$ cat src/rtl/core/acm_pkg.sv
// Shared types, constants and register codes for the aural cue mapper.
package acm_pkg;

    localparam int DIV_W      = 31;
    localparam int DEN_W      = 17;
    localparam int DIV_STAGES = DIV_W;

    localparam logic [15:0] FREQ_START_Q    = 16'd384;
    localparam logic [15:0] FREQ_STALL_Q    = 16'd5120;
    localparam logic [17:0] PERIOD_MAX      = 18'd262143;
    localparam logic [14:0] RECIP_25        = 15'd20972;
    localparam logic [15:0] RECIP_5         = 16'd52429;

    typedef enum logic [2:0] {
        REGIME_CRUISE  = 3'd0,
        REGIME_FAST    = 3'd1,
        REGIME_ONSPEED = 3'd2,
        REGIME_SLOW    = 3'd3,
        REGIME_WARN    = 3'd4
    } regime_t;

    typedef enum logic [2:0] {
        CFG_CRUISE     = 3'd0,
        CFG_REFERENCE  = 3'd1,
        CFG_STALL      = 3'd2,
        CFG_WARN       = 3'd3,
        CFG_BIAS       = 3'd4,
        CFG_FULL_SCALE = 3'd5,
        CFG_FPS        = 3'd6
    } cfg_index_t;

    typedef struct packed {
        logic signed [15:0] alpha;
        logic signed [15:0] beta;
    } sample_t;

    typedef struct packed {
        regime_t            regime;
        logic signed [15:0] left_gain;
        logic signed [15:0] right_gain;
        logic [15:0]        tone_period;
        logic [17:0]        pulse_period;
        logic [17:0]        pwm_on_time;
        logic [15:0]        ramp_time;
    } cue_t;

    typedef struct packed {
        logic signed [15:0] cruise;
        logic signed [15:0] reference;
        logic signed [15:0] stall_angle;
        logic signed [15:0] warn;
        logic signed [15:0] bias;
        logic [14:0]        full_scale;
        logic [17:0]        fps;
    } cfg_t;

    typedef struct packed {
        regime_t          regime;
        logic             gl_neg;
        logic             gr_neg;
        logic             fq_neg;
        logic             flat;
        logic [DIV_W-1:0] gl_num;
        logic [DIV_W-1:0] gr_num;
        logic [DEN_W-1:0] gain_den;
        logic [DIV_W-1:0] fq_num;
        logic [DEN_W-1:0] fq_den;
    } front_t;

    typedef struct packed {
        regime_t regime;
        logic    gl_neg;
        logic    gr_neg;
        logic    fq_neg;
        logic    flat;
    } side1_t;

    typedef struct packed {
        regime_t            regime;
        logic signed [15:0] left_gain;
        logic signed [15:0] right_gain;
    } side2_t;

endpackage

$ cat src/rtl/core/acm_divider.sv
// Pipelined restoring divider, one quotient bit per stage.
module acm_divider
    import acm_pkg::*;
(
    input  logic             clk,
    input  logic             en,
    input  logic [DIV_W-1:0] num,
    input  logic [DEN_W-1:0] den,
    output logic [DIV_W-1:0] quot,
    output logic [DEN_W-1:0] rem
);

    logic [DIV_W-1:0] work_reg  [DIV_STAGES];
    logic [DEN_W-1:0] rem_reg   [DIV_STAGES];
    logic [DEN_W-1:0] den_reg   [DIV_STAGES];
    logic [DIV_W-1:0] work_next [DIV_STAGES];
    logic [DEN_W-1:0] rem_next  [DIV_STAGES];
    logic [DEN_W-1:0] den_next  [DIV_STAGES];

    always_comb
    begin
        logic [DIV_W-1:0] w_in;
        logic [DEN_W-1:0] r_in;
        logic [DEN_W-1:0] d_in;
        logic [DEN_W:0]   shifted;
        logic [DEN_W+1:0] trial;
        for (int i = 0; i < DIV_STAGES; i++)
        begin
            if (i == 0)
            begin
                w_in = num;
                r_in = '0;
                d_in = den;
            end
            else
            begin
                w_in = work_reg[i-1];
                r_in = rem_reg[i-1];
                d_in = den_reg[i-1];
            end
            shifted = {r_in, w_in[DIV_W-1]};
            trial   = {1'b0, shifted} - {2'b00, d_in};
            if (trial[DEN_W+1])
                rem_next[i] = shifted[DEN_W-1:0];
            else
                rem_next[i] = trial[DEN_W-1:0];
            work_next[i] = {w_in[DIV_W-2:0], ~trial[DEN_W+1]};
            den_next[i]  = d_in;
        end
    end

    always_ff @(posedge clk)
    begin
        if (en)
        begin
            for (int i = 0; i < DIV_STAGES; i++)
            begin
                work_reg[i] <= work_next[i];
                rem_reg[i]  <= rem_next[i];
                den_reg[i]  <= den_next[i];
            end
        end
    end

    assign quot = work_reg[DIV_STAGES-1];
    assign rem  = rem_reg[DIV_STAGES-1];

endmodule

$ cat config.mk
export PLATFORM = sky130hd
export DESIGN_NAME = acm_divider
export DESIGN_NICKNAME = d
export VERILOG_FILES = /design/src/rtl/core/acm_pkg.sv /design/src/rtl/core/acm_divider.sv
export SDC_FILE = /design/constraint.sdc
export NUM_CORES = 2
export LEC_CHECK = 0
export ABC_AREA = 0
export BUFFER_PORTS_ARGS = -buffer_cell sky130_fd_sc_hd__buf_2
export CAP_MARGIN = 0
export CORE_AREA = 4 4 519 521
export CTS_BUF_LIST = sky130_fd_sc_hd__clkbuf_4 sky130_fd_sc_hd__clkbuf_8
export DETAILED_ROUTE_END_ITERATION = 10
export DIE_AREA = 0 0 523 525
export PLACE_DENSITY = 0.6
export RECOVER_POWER = 100
export REMOVE_ABC_BUFFERS = 1
export SLEW_MARGIN = 0
export SYNTH_ARGS = -nofsm -noshare
export SYNTH_HDL_FRONTEND = slang
export SYNTH_SLANG_ARGS = --single-unit
export TNS_END_PERCENT = 1
$ cat constraint.sdc
create_clock -name clk -period 5.7 [get_ports clk]
set_clock_uncertainty 0.1 [all_clocks]
set_input_delay 0.855 -clock clk [delete_from_list [all_inputs] [get_ports clk]]
set_output_delay 0.855 -clock clk [all_outputs]
set_load 0.05 [all_outputs]
==> run_results.csv <==
group,metric,value,unit
route,dr.pass1.iters,6,
clock_network,cts_root_buffer,"clkbuf_8",
route,drc,0,
floorplan,rows,189,
power,p_leak,40.0,nW
placement,place_ws,1.69,ns
critical_path,end_kind,"flop",
route,ant_nets,0,
timing,post-route-min-period,4.47,ns
global_routing,grt_pass1_vias,54900,
global_routing,gr-total-overflow,0,
synth,synth-async-reset-ratio,0,%
route,drt-wirelength-per-cell,16.8,um
timing,max_freq,224,MHz
timing,drv_slew,257,
power,ir_drop,0.370,mV
timing,final-hold-violation-count,0,
outcome,violations,"max-capacitance violations, max-slew violations",
clock_network,tritoncts,"done",
clock_network,clock_sinks,1998,
critical_path,path_class,"in -> reg",
synth,synth_top_cell_by_area,"edfxtp_1",
floorplan,dieArea,275000,um^2
worst_hold_path,hold_end,"rem_reg[0][0]",
placement,numPortBuffers,97,
timing,fin_ws,1.23,ns
synth,synth-edff-count,1998,
placement,gp_congestion,0.863,
synth,avgSynthCellArea,13.7,um^2
route,drt_iter0_markers,3427,
critical_path,rr_worst_depth,10,
timing,setup_viol,0,
synth,synth.area.top_cells,"edfxtp_1, ha_1, a21oi_1",
cells_and_area,syn_to_final_growth,12.5,%
global_routing,grt_pass1_wl,292000,um
synth,synth-seq-area-share,65.1,%
critical_path,cp_num_buf_inv,2,
critical_path,r2r_start,"den_reg[0][136]",
critical_path,worst_path_most_repeated_cell,"clkbuf_2",
worst_hold_path,whs_path_depth,3,
route,vias_per_cell,4.91,
critical_path,path_delay_family,"buffers and inverters",
synth,ys.flop_type,"edfxtp_1",
job,maxCapViolCount,8,
route,routed_wirelength,184000,um
floorplan,io_pins,98,
timing,setup_tns,0,ns
placement,place_hpwl,123000,um
critical_path,crit_chain,"clkbuf_2 > clkbuf_2",
synth,syn_area,92200,um^2
critical_path,worst_setup_path_start_kind,"input pin",
worst_hold_path,hp-class,"in -> reg",
cells_and_area,nNetsFinal,7710,
power,power.density,529,nW/um^2
synth,yosysUniqueCellTypes,85,
critical_path,rrSetupSlack,1.23,ns
route,vias,53600,
critical_path,crit_slowest_cell,"clkbuf_2",
clock_network,clkTransAtPathRegs,0.06,ns
worst_hold_path,hp-start,"num[30]",
timing,slew_headroom,-174,%
floorplan,fp.dieW,523,um
global_routing,grt_start_max_net_pins,155,
timing,tightest_slew,4.11,ns
critical_path,crit_arrival,4.95,ns
placement,place_area,96800,um^2
clock_network,h-tree-depth,5,
timing,fin_crit_sh,78.4,%
floorplan,fp.coreArea,265000,um^2
cells_and_area,drive_gt1_share,11.6,%
synth,syn_inst,6735,
timing,rsz0062_at_grt,"false",
global_routing,antenna_found_initial,3,
clock_network,cts-resized-gates,0,
synth,yosys_warnings,0,
outcome,outcome,"finished with violations",
global_routing,grt_usage,13.0,%
clock_network,clock_latency,1.02,ns
critical_path,critPathMaxStageDelay,2.68,ns
cells_and_area,postLayoutCellArea,104000,um^2
clock_network,numCtsBuffers,356,
critical_path,critPathMaxFanout,108,
synth,yosysTopAreaCellShare,65.1,%
clock_network,cts_hold_buf,47,
synth,yosys_register_bits,1998,
floorplan,fp.dieH,525,um
clock_network,cts_setup_buffers,0,
clock_network,clockBufferDepth,4,
floorplan,initial_core_util,34.8,%
critical_path,required,6.18,ns
cells_and_area,largest_reg_flops,961,
critical_path,reg2reg_to,"rem_reg[0][156]",
==> layout make-up <==
class | count | area [um^2]
antenna | 4 | 10.0
timing repair buffer | 196 | 1280
clock buffer | 473 | 5790
clock inverter | 148 | 1020
multi-input combinational | 3882 | 28700
fill | 24700 | 161000
inverter | 684 | 2570
sequential | 1998 | 60000
tap | 3533 | 4420
==> Yosys cell counts (35+ instances only) <==
| cell | count |
|---|---|
| edfxtp_1 | 1998 |
| inv_1 | 680 |
| a21oi_1 | 526 |
| ha_1 | 512 |
| nor2_1 | 372 |
| nand2_1 | 284 |
| o21ai_0 | 269 |
| mux2_2 | 219 |
| xnor2_1 | 215 |
| a21o_1 | 214 |
| xor2_1 | 152 |
| clkbuf_1 | 94 |
| nor2b_1 | 83 |
| o21a_1 | 78 |
| nand3_1 | 69 |
| a31oi_1 | 61 |
| nor3_1 | 58 |
| buf_4 | 56 |
| and3_1 | 52 |
| a211oi_1 | 51 |
| a211o_1 | 43 |
| o21bai_1 | 43 |
| o211ai_1 | 42 |
| nand2b_1 | 35 |
==> cell usage in the layout, fill, tap and decap left out, drive strengths merged, types with 43 or more instances in the layout <==
master	synthesis	routed
edfxtp	1998	1998
inv	682	702
clkbuf	94	580
a21oi	526	526
ha	512	512
nor2	372	372
nand2	284	284
o21ai	281	281
mux2	238	238
xnor2	215	215
a21o	214	214
xor2	152	152
clkinv	2	121
nor2b	83	83
o21a	78	78
nand3	69	69
a31oi	62	62
nor3	58	58
and3	52	52
a211oi	51	51
dlygate4sd3	0	47
a211o	43	43
o21bai	43	43
==> power by group <==
group	total, W	internal [W]	switching, W
Sequential	0.0218	0.0202	0.00158
Combinational	0.0201	0.00876	0.0114
Clock	0.0129	0.00693	0.00600
Total	0.0549	0.0359	0.0189
==> kinds of logic (layout without fill, tap and decap cells) <==
| logic type | count (synthesis) | count (layout) | synth area share (%) |
|---|---|---|---|
| xor+xnor | 367 | 367 | 3.49 |
| flops | 1998 | 1998 | 65.1 |
| fa+ha+maj | 542 | 542 | 7.60 |
| compound gates | 1619 | 1619 | 11.3 |
| simple gates | 1087 | 1087 | 5.49 |
| buf+inv | 861 | 1501 | 3.81 |
| mux | 260 | 260 | 3.21 |
| other cells | 1 | 11 | 0.00407 |
==> worst max-delay path by stage <==
stage	startpoint	slack, ns	endpoint	cells after the start
after floorplan	work_reg[0][123]	1.56	rem_reg[0][84]	11
after detailed placement	work_reg[1][371]	1.69	rem_reg[1][206]	11
final	en	1.23	work_reg[1][227]	2
after global placement	work_reg[1][371]	1.66	rem_reg[1][205]	11
after global routing	en	0.87	work_reg[1][32]	2
after CTS	work_reg[0][247]	1.69	rem_reg[0][137]	11
==> layer usage <==
layer  up-vias  wire (um)  global-route usage [%]
li1      25900          -                       -
met1     26000      78200                    15.9
met5         -          0                       0
met4         0       6630                    5.03
met3       466       8840                    2.71
met2      1187      90000                    22.3
==> through the flow <==
| step | total power (W) | hold slack [ns] | cells | util (%) |
|---|---|---|---|---|
| 2_1_floorplan | 0.0369 | 0.300 | 6564 | - |
| 3_3_place_gp | 0.0417 | 0.300 | 10200 | 36.6 |
| 3_5_place_dp | 0.0421 | 0.305 | 10200 | 36.6 |
| 4_1_cts | 0.0557 | 0.0319 | 10900 | 39.3 |
| 5_1_grt | 0.0588 | 0.0752 | 10900 | 39.2 |
| 6_report | 0.0549 | 0.199 | 10900 | 39.2 |
Power figures use the tool's default switching activity.
