===== config.mk =====
export PLATFORM = sky130hd
export DESIGN_NAME = acm_front
export DESIGN_NICKNAME = d
export VERILOG_FILES = /design/src/rtl/core/acm_pkg.sv /design/src/rtl/core/acm_front.sv
export SDC_FILE = /design/constraint.sdc
export NUM_CORES = 1
export LEC_CHECK = 0
export BUFFER_PORTS_ARGS = -buffer_cell sky130_fd_sc_hd__buf_4
export CAP_MARGIN = 20
export CORE_MARGIN = 8
export CORE_UTILIZATION = 59
export CTS_CLUSTER_DIAMETER = 40
export DETAILED_ROUTE_END_ITERATION = 7
export PLACE_DENSITY_LB_ADDON = 0.12
export SLEW_MARGIN = 5
export SYNTH_ARGS = -nofsm -noshare
export SYNTH_HDL_FRONTEND = slang
export SYNTH_SLANG_ARGS = --single-unit

===== constraint.sdc =====
create_clock -name clk -period 7.1 [get_ports clk]
set_clock_uncertainty 0.2 [all_clocks]
set_input_delay 1.065 -clock clk [delete_from_list [all_inputs] [get_ports clk]]
set_output_delay 1.065 -clock clk [all_outputs]
set_load 0.01 [all_outputs]

===== src/rtl/core/acm_pkg.sv =====
// Shared types, constants and register codes for the aural cue mapper.
package acm_pkg;

    localparam int DIV_W      = 31;
    localparam int DEN_W      = 17;
    localparam int DIV_STAGES = DIV_W;

    localparam logic [15:0] FREQ_START_Q    = 16'd384;
    localparam logic [15:0] FREQ_STALL_Q    = 16'd5120;
    localparam logic [17:0] PERIOD_MAX      = 18'd262143;
    localparam logic [14:0] RECIP_25        = 15'd20972;
    localparam logic [15:0] RECIP_5         = 16'd52429;

    typedef enum logic [2:0] {
        REGIME_CRUISE  = 3'd0,
        REGIME_FAST    = 3'd1,
        REGIME_ONSPEED = 3'd2,
        REGIME_SLOW    = 3'd3,
        REGIME_WARN    = 3'd4
    } regime_t;

    typedef enum logic [2:0] {
        CFG_CRUISE     = 3'd0,
        CFG_REFERENCE  = 3'd1,
        CFG_STALL      = 3'd2,
        CFG_WARN       = 3'd3,
        CFG_BIAS       = 3'd4,
        CFG_FULL_SCALE = 3'd5,
        CFG_FPS        = 3'd6
    } cfg_index_t;

    typedef struct packed {
        logic signed [15:0] alpha;
        logic signed [15:0] beta;
    } sample_t;

    typedef struct packed {
        regime_t            regime;
        logic signed [15:0] left_gain;
        logic signed [15:0] right_gain;
        logic [15:0]        tone_period;
        logic [17:0]        pulse_period;
        logic [17:0]        pwm_on_time;
        logic [15:0]        ramp_time;
    } cue_t;

    typedef struct packed {
        logic signed [15:0] cruise;
        logic signed [15:0] reference;
        logic signed [15:0] stall_angle;
        logic signed [15:0] warn;
        logic signed [15:0] bias;
        logic [14:0]        full_scale;
        logic [17:0]        fps;
    } cfg_t;

    typedef struct packed {
        regime_t          regime;
        logic             gl_neg;
        logic             gr_neg;
        logic             fq_neg;
        logic             flat;
        logic [DIV_W-1:0] gl_num;
        logic [DIV_W-1:0] gr_num;
        logic [DEN_W-1:0] gain_den;
        logic [DIV_W-1:0] fq_num;
        logic [DEN_W-1:0] fq_den;
    } front_t;

    typedef struct packed {
        regime_t regime;
        logic    gl_neg;
        logic    gr_neg;
        logic    fq_neg;
        logic    flat;
    } side1_t;

    typedef struct packed {
        regime_t            regime;
        logic signed [15:0] left_gain;
        logic signed [15:0] right_gain;
    } side2_t;

endpackage


===== src/rtl/core/acm_front.sv =====
// Regime sort and divider operand preparation, two register stages.
module acm_front
    import acm_pkg::*;
(
    input  logic    clk,
    input  logic    rst_n,
    input  logic    en,
    input  cfg_t    cfg,
    input  logic    valid,
    input  sample_t sample,
    output logic    front_valid,
    output front_t  front
);

    logic               v1_reg;
    regime_t            regime1_reg;
    logic signed [17:0] nl1_reg;
    logic signed [17:0] nr1_reg;
    logic [14:0]        fs1_reg;
    logic signed [16:0] nx1_reg;
    logic signed [16:0] dx1_reg;
    logic               slow1_reg;

    regime_t            regime1_next;
    logic signed [17:0] nl1_next;
    logic signed [17:0] nr1_next;
    logic [14:0]        fs1_next;
    logic signed [16:0] nx1_next;
    logic signed [16:0] dx1_next;

    logic               v2_reg;
    front_t             front_reg;
    front_t             front_next;

    always_comb
    begin
        logic signed [21:0] a_x;
        logic signed [21:0] r_x;
        logic signed [21:0] a20;
        logic signed [21:0] r20;
        logic signed [21:0] d_x;
        logic signed [16:0] num;
        logic signed [16:0] x0;
        logic signed [16:0] x1;
        a_x = {{6{sample.alpha[15]}}, sample.alpha};
        r_x = {{6{cfg.reference[15]}}, cfg.reference};
        a20 = (a_x <<< 4) + (a_x <<< 2);
        r20 = (r_x <<< 4) + (r_x <<< 2);
        d_x = {{6{cfg.stall_angle[15]}}, cfg.stall_angle} - r_x;
        if (sample.alpha < cfg.cruise)
            regime1_next = REGIME_CRUISE;
        else if (a20 < r20 - d_x)
            regime1_next = REGIME_FAST;
        else if (a20 < r20 + d_x)
            regime1_next = REGIME_ONSPEED;
        else if (sample.alpha < cfg.warn)
            regime1_next = REGIME_SLOW;
        else
            regime1_next = REGIME_WARN;
        fs1_next = (cfg.full_scale == '0) ? 15'd1 : cfg.full_scale;
        num      = {sample.beta[15], sample.beta} + {cfg.bias[15], cfg.bias};
        nl1_next = $signed({3'b000, fs1_next}) - {num[16], num};
        nr1_next = $signed({3'b000, fs1_next}) + {num[16], num};
        if (regime1_next == REGIME_SLOW)
        begin
            x0 = {cfg.reference[15], cfg.reference};
            x1 = {cfg.warn[15], cfg.warn};
        end
        else
        begin
            x0 = {cfg.cruise[15], cfg.cruise};
            x1 = {cfg.reference[15], cfg.reference};
        end
        nx1_next = {sample.alpha[15], sample.alpha} - x0;
        dx1_next = x1 - x0;
    end

    always_ff @(posedge clk or negedge rst_n)
    begin
        if (!rst_n)
        begin
            v1_reg <= 1'b0;
            v2_reg <= 1'b0;
        end
        else if (en)
        begin
            v1_reg <= valid;
            v2_reg <= v1_reg;
        end
    end

    always_ff @(posedge clk)
    begin
        if (en)
        begin
            regime1_reg <= regime1_next;
            nl1_reg     <= nl1_next;
            nr1_reg     <= nr1_next;
            fs1_reg     <= fs1_next;
            nx1_reg     <= nx1_next;
            dx1_reg     <= dx1_next;
            slow1_reg   <= (regime1_next == REGIME_SLOW);
            front_reg   <= front_next;
        end
    end

    always_comb
    begin
        logic signed [29:0] nx_x;
        logic signed [29:0] dy;
        logic signed [29:0] prod;
        logic [17:0]        mag_l;
        logic [17:0]        mag_r;
        logic [16:0]        mag_dx;
        nx_x  = {{13{nx1_reg[16]}}, nx1_reg};
        dy    = slow1_reg ? 30'sd2176 : 30'sd1280;
        prod  = nx_x * dy;
        mag_l = nl1_reg[17] ? 18'(-nl1_reg) : 18'(nl1_reg);
        mag_r = nr1_reg[17] ? 18'(-nr1_reg) : 18'(nr1_reg);
        mag_dx = dx1_reg[16] ? 17'(-dx1_reg) : 17'(dx1_reg);
        front_next.regime   = regime1_reg;
        front_next.gl_neg   = nl1_reg[17];
        front_next.gr_neg   = nr1_reg[17];
        front_next.fq_neg   = prod[29] ^ dx1_reg[16];
        front_next.flat     = (dx1_reg == '0);
        front_next.gl_num   = {mag_l[17:0], 13'd0};
        front_next.gr_num   = {mag_r[17:0], 13'd0};
        front_next.gain_den = {2'b00, fs1_reg};
        front_next.fq_num   = prod[29] ? DIV_W'(-prod) : DIV_W'(prod);
        front_next.fq_den   = mag_dx;
    end

    assign front_valid = v2_reg;
    assign front       = front_reg;

endmodule


==> impl_metrics.ini <==
[setup_path]
worst_ep_arrival_time_ps = 8770
critPathSlowestCell = or4b_1
slowest_delay_ps = 490
path_common_cell = ha_4
rrSetupSlack_ps = 820
crit_path_end_kind = flop
worst_r2r_endpoint = front[29]
r2r_start = slow1_reg
critPathRequiredTime_ps = 7090
r2r_cells = 19
path_max_fanout = 5
crit_type = input port to flop
start_kind = input port
endpoint = dx1_reg[12]
setup.worst_path.start = cfg[83]

[cts]
clockRootBuffer = clkbuf_16
clk_pin_slew_ps = 70
clock-sinks = 188
cts_tree = done
clock_latency_ps = 430
h-tree-depth = 4
hold_buffers = 0
clk_path_buf_depth = 2
cts_made_buffers = 17

[power]
vdd_drop_max_mv = 0.471
power_density_nw_per_um2 = 477
leakagePower_nw = 11.5
total_power_mw = 11.8

[routing]
drt-total-wl_mm = 51.2
viasPerCell = 5.55
drt_first_pass_iters = 5
vias = 16000
drt_iter0_markers = 857
wl_per_cell_um = 17.7
drc_errors = 0
antenna_left = 0

[floorplan]
die_x_um = 192
core_um2 = 30600
dieHeight_um = 192
initial_core_util_pct = 59.8
rows = 64
io_pins = 284
dieArea_um2 = 36900

[run_status]
violations = setup timing
status = finished with violations

[grt]
grt_pass1_vias = 16300
overflow = 0
grt_usage_pct = 26.3
grt_start_max_net_pins = 98
grt_pass1_wl_mm = 78.0
antenna_found_initial = 0

[timing]
hold_viol = 0
worst_pin_slew_ps = 891
fmax_mhz = 114
fin_crit_ps = 8780
slew_headroom_pct = 40.6
grt_setup_unrepaired = yes
layout_worst_path_cycle_share_pct = 124
drv_slew = 0
fin_ws_ps = -1680
finalSetupViolCount = 35

[synth]
syn_area_per_cell_um2 = 9.51
synth_area_um2 = 18300
synth_edf_count = 186
yosysTopAreaCell = edfxtp_1
yosysSeqAreaShare_pct = 30.8
yosys-top-cells-area = edfxtp_1 (31%), ha_1 (21%), xnor2_1 (7.9%), a21oi_1 (4.4%), inv_1 (3.5%)
yosysUniqueCellTypes = 83
synth_seq_cells = 188
synth_ff_type = edfxtp_1
syn-instance-count = 1922
synth_top_area_share_pct = 30.6
synth_warnings = 0
synthArstFlopShare_pct = 1.06

[cells_and_area]
mostFrequentLayoutCell = buf_4
layout.cells.non_filler = 2888
final_cell_mix = buf_4 (540), ha_1 (292), edfxtp_1 (186)
drive_gt1_share_pct = 31.8
diodes = 0
nNetsFinal = 2960
area_growth_pct = 35.3
largest_register_ffs = 98
fin_area_um2 = 24700

[worst_hold_path]
hp-class = input port to async pin

[place]
place.detailed.hpwl_mm = 41.0
place_area_um2 = 22800
portBuffers = 230
place_inst = 2819
gp_congestion = 0.941

[job]
drv_cap = 0
how the worst min path moves through the flow:
| stage | startpoint | to | cells after the start |
|---|---|---|---|
| finish | rst_n | front_valid | 1 |
| global route | rst_n | front_valid | 1 |
| CTS | rst_n | front_valid | 1 |
| detailed placement | fs1_reg[0] | front[48] | 0 |
| global placement | fs1_reg[12] | front[60] | 0 |
| floorplan | regime1_reg[0] | front[131] | 0 |
layout make-up:
class	count	area [µm²]
fillers	1916	5860
clock inverters	14	155
inverters	169	663
flip-flops and latches	188	5640
multi-input cells	1521	12800
well taps	396	495
clock buffers	17	425
repair buffers	583	4600
kinds of logic (layout without fill, tap and decap cells):
logic type	count (synthesis)	count (layout)	share of synthesized area [%]
flops	188	188	30.8
fa+ha+maj	332	332	23.8
buf+inv	264	783	6.21
other cells	2	53	0.0411
compound gates	453	453	16.1
simple gates	454	454	12.0
mux	6	6	0.349
xor+xnor	223	223	10.7
synth_stat cells (18+ instances only):
cell type,n
inv_1,169
nor2b_1,18
clkbuf_1,51
nand2b_1,37
fa_1,26
nor3_1,33
edfxtp_1,186
o21ai_0,72
or3_1,26
nand2_1,151
nand3_1,28
xor2_1,59
ha_1,305
nor2_1,100
o21bai_1,51
a21o_1,27
a21oi_1,162
buf_4,36
o31ai_1,28
xnor2_1,164
critical path: cells and delay by family:
family	cells	cell delay, ps
and+or+nand+nor	9	1950
muxes	1	250
AOI/OAI and AO/OA	23	3580
buffers and inverters	6	630
adders and majority gates	5	1100
xor gates and xnor gates	1	140
per-layer routing:
metal / GRT usage [%] / wire, µm / up-vias
met2: 48.5 / 25700 / 490
met4: 10.8 / 1970 / 0
li1: - / - / 7873
met5: 0 / 0 / -
met1: 30.5 / 20700 / 7556
met3: 3.09 / 2860 / 120
where the power goes:
part / total, mW / internal, mW / switching, mW
clock: 0.941 / 0.496 / 0.445
combinational: 8.62 / 4.11 / 4.51
sequential: 2.25 / 2.00 / 0.247
total: 11.8 / 6.61 / 5.20
stage by stage:
| step | util (%) | hold slack (ps) | setup slack [ps] | TNS (ps) |
|---|---|---|---|---|
| finish | 80.8 | 198 | -1680 | -43050 |
| global route | 80.8 | 185 | -2150 | -59590 |
| CTS | 78.5 | 180 | -1610 | -41310 |
| detailed placement | 74.7 | 205 | -2440 | -67850 |
| global placement | 74.7 | 201 | -2180 | -58910 |
| floorplan | - | 200 | -1660 | -34820 |
repair_timing:
item	in CTS	in global routing
gates resized for setup	98	107
endpoints found under the hold margin	0	0
gates cloned	0	1
setup endpoints to repair	34	38
pin swaps	44	54
buffers inserted	18	29
Power figures use the tool's default switching activity.
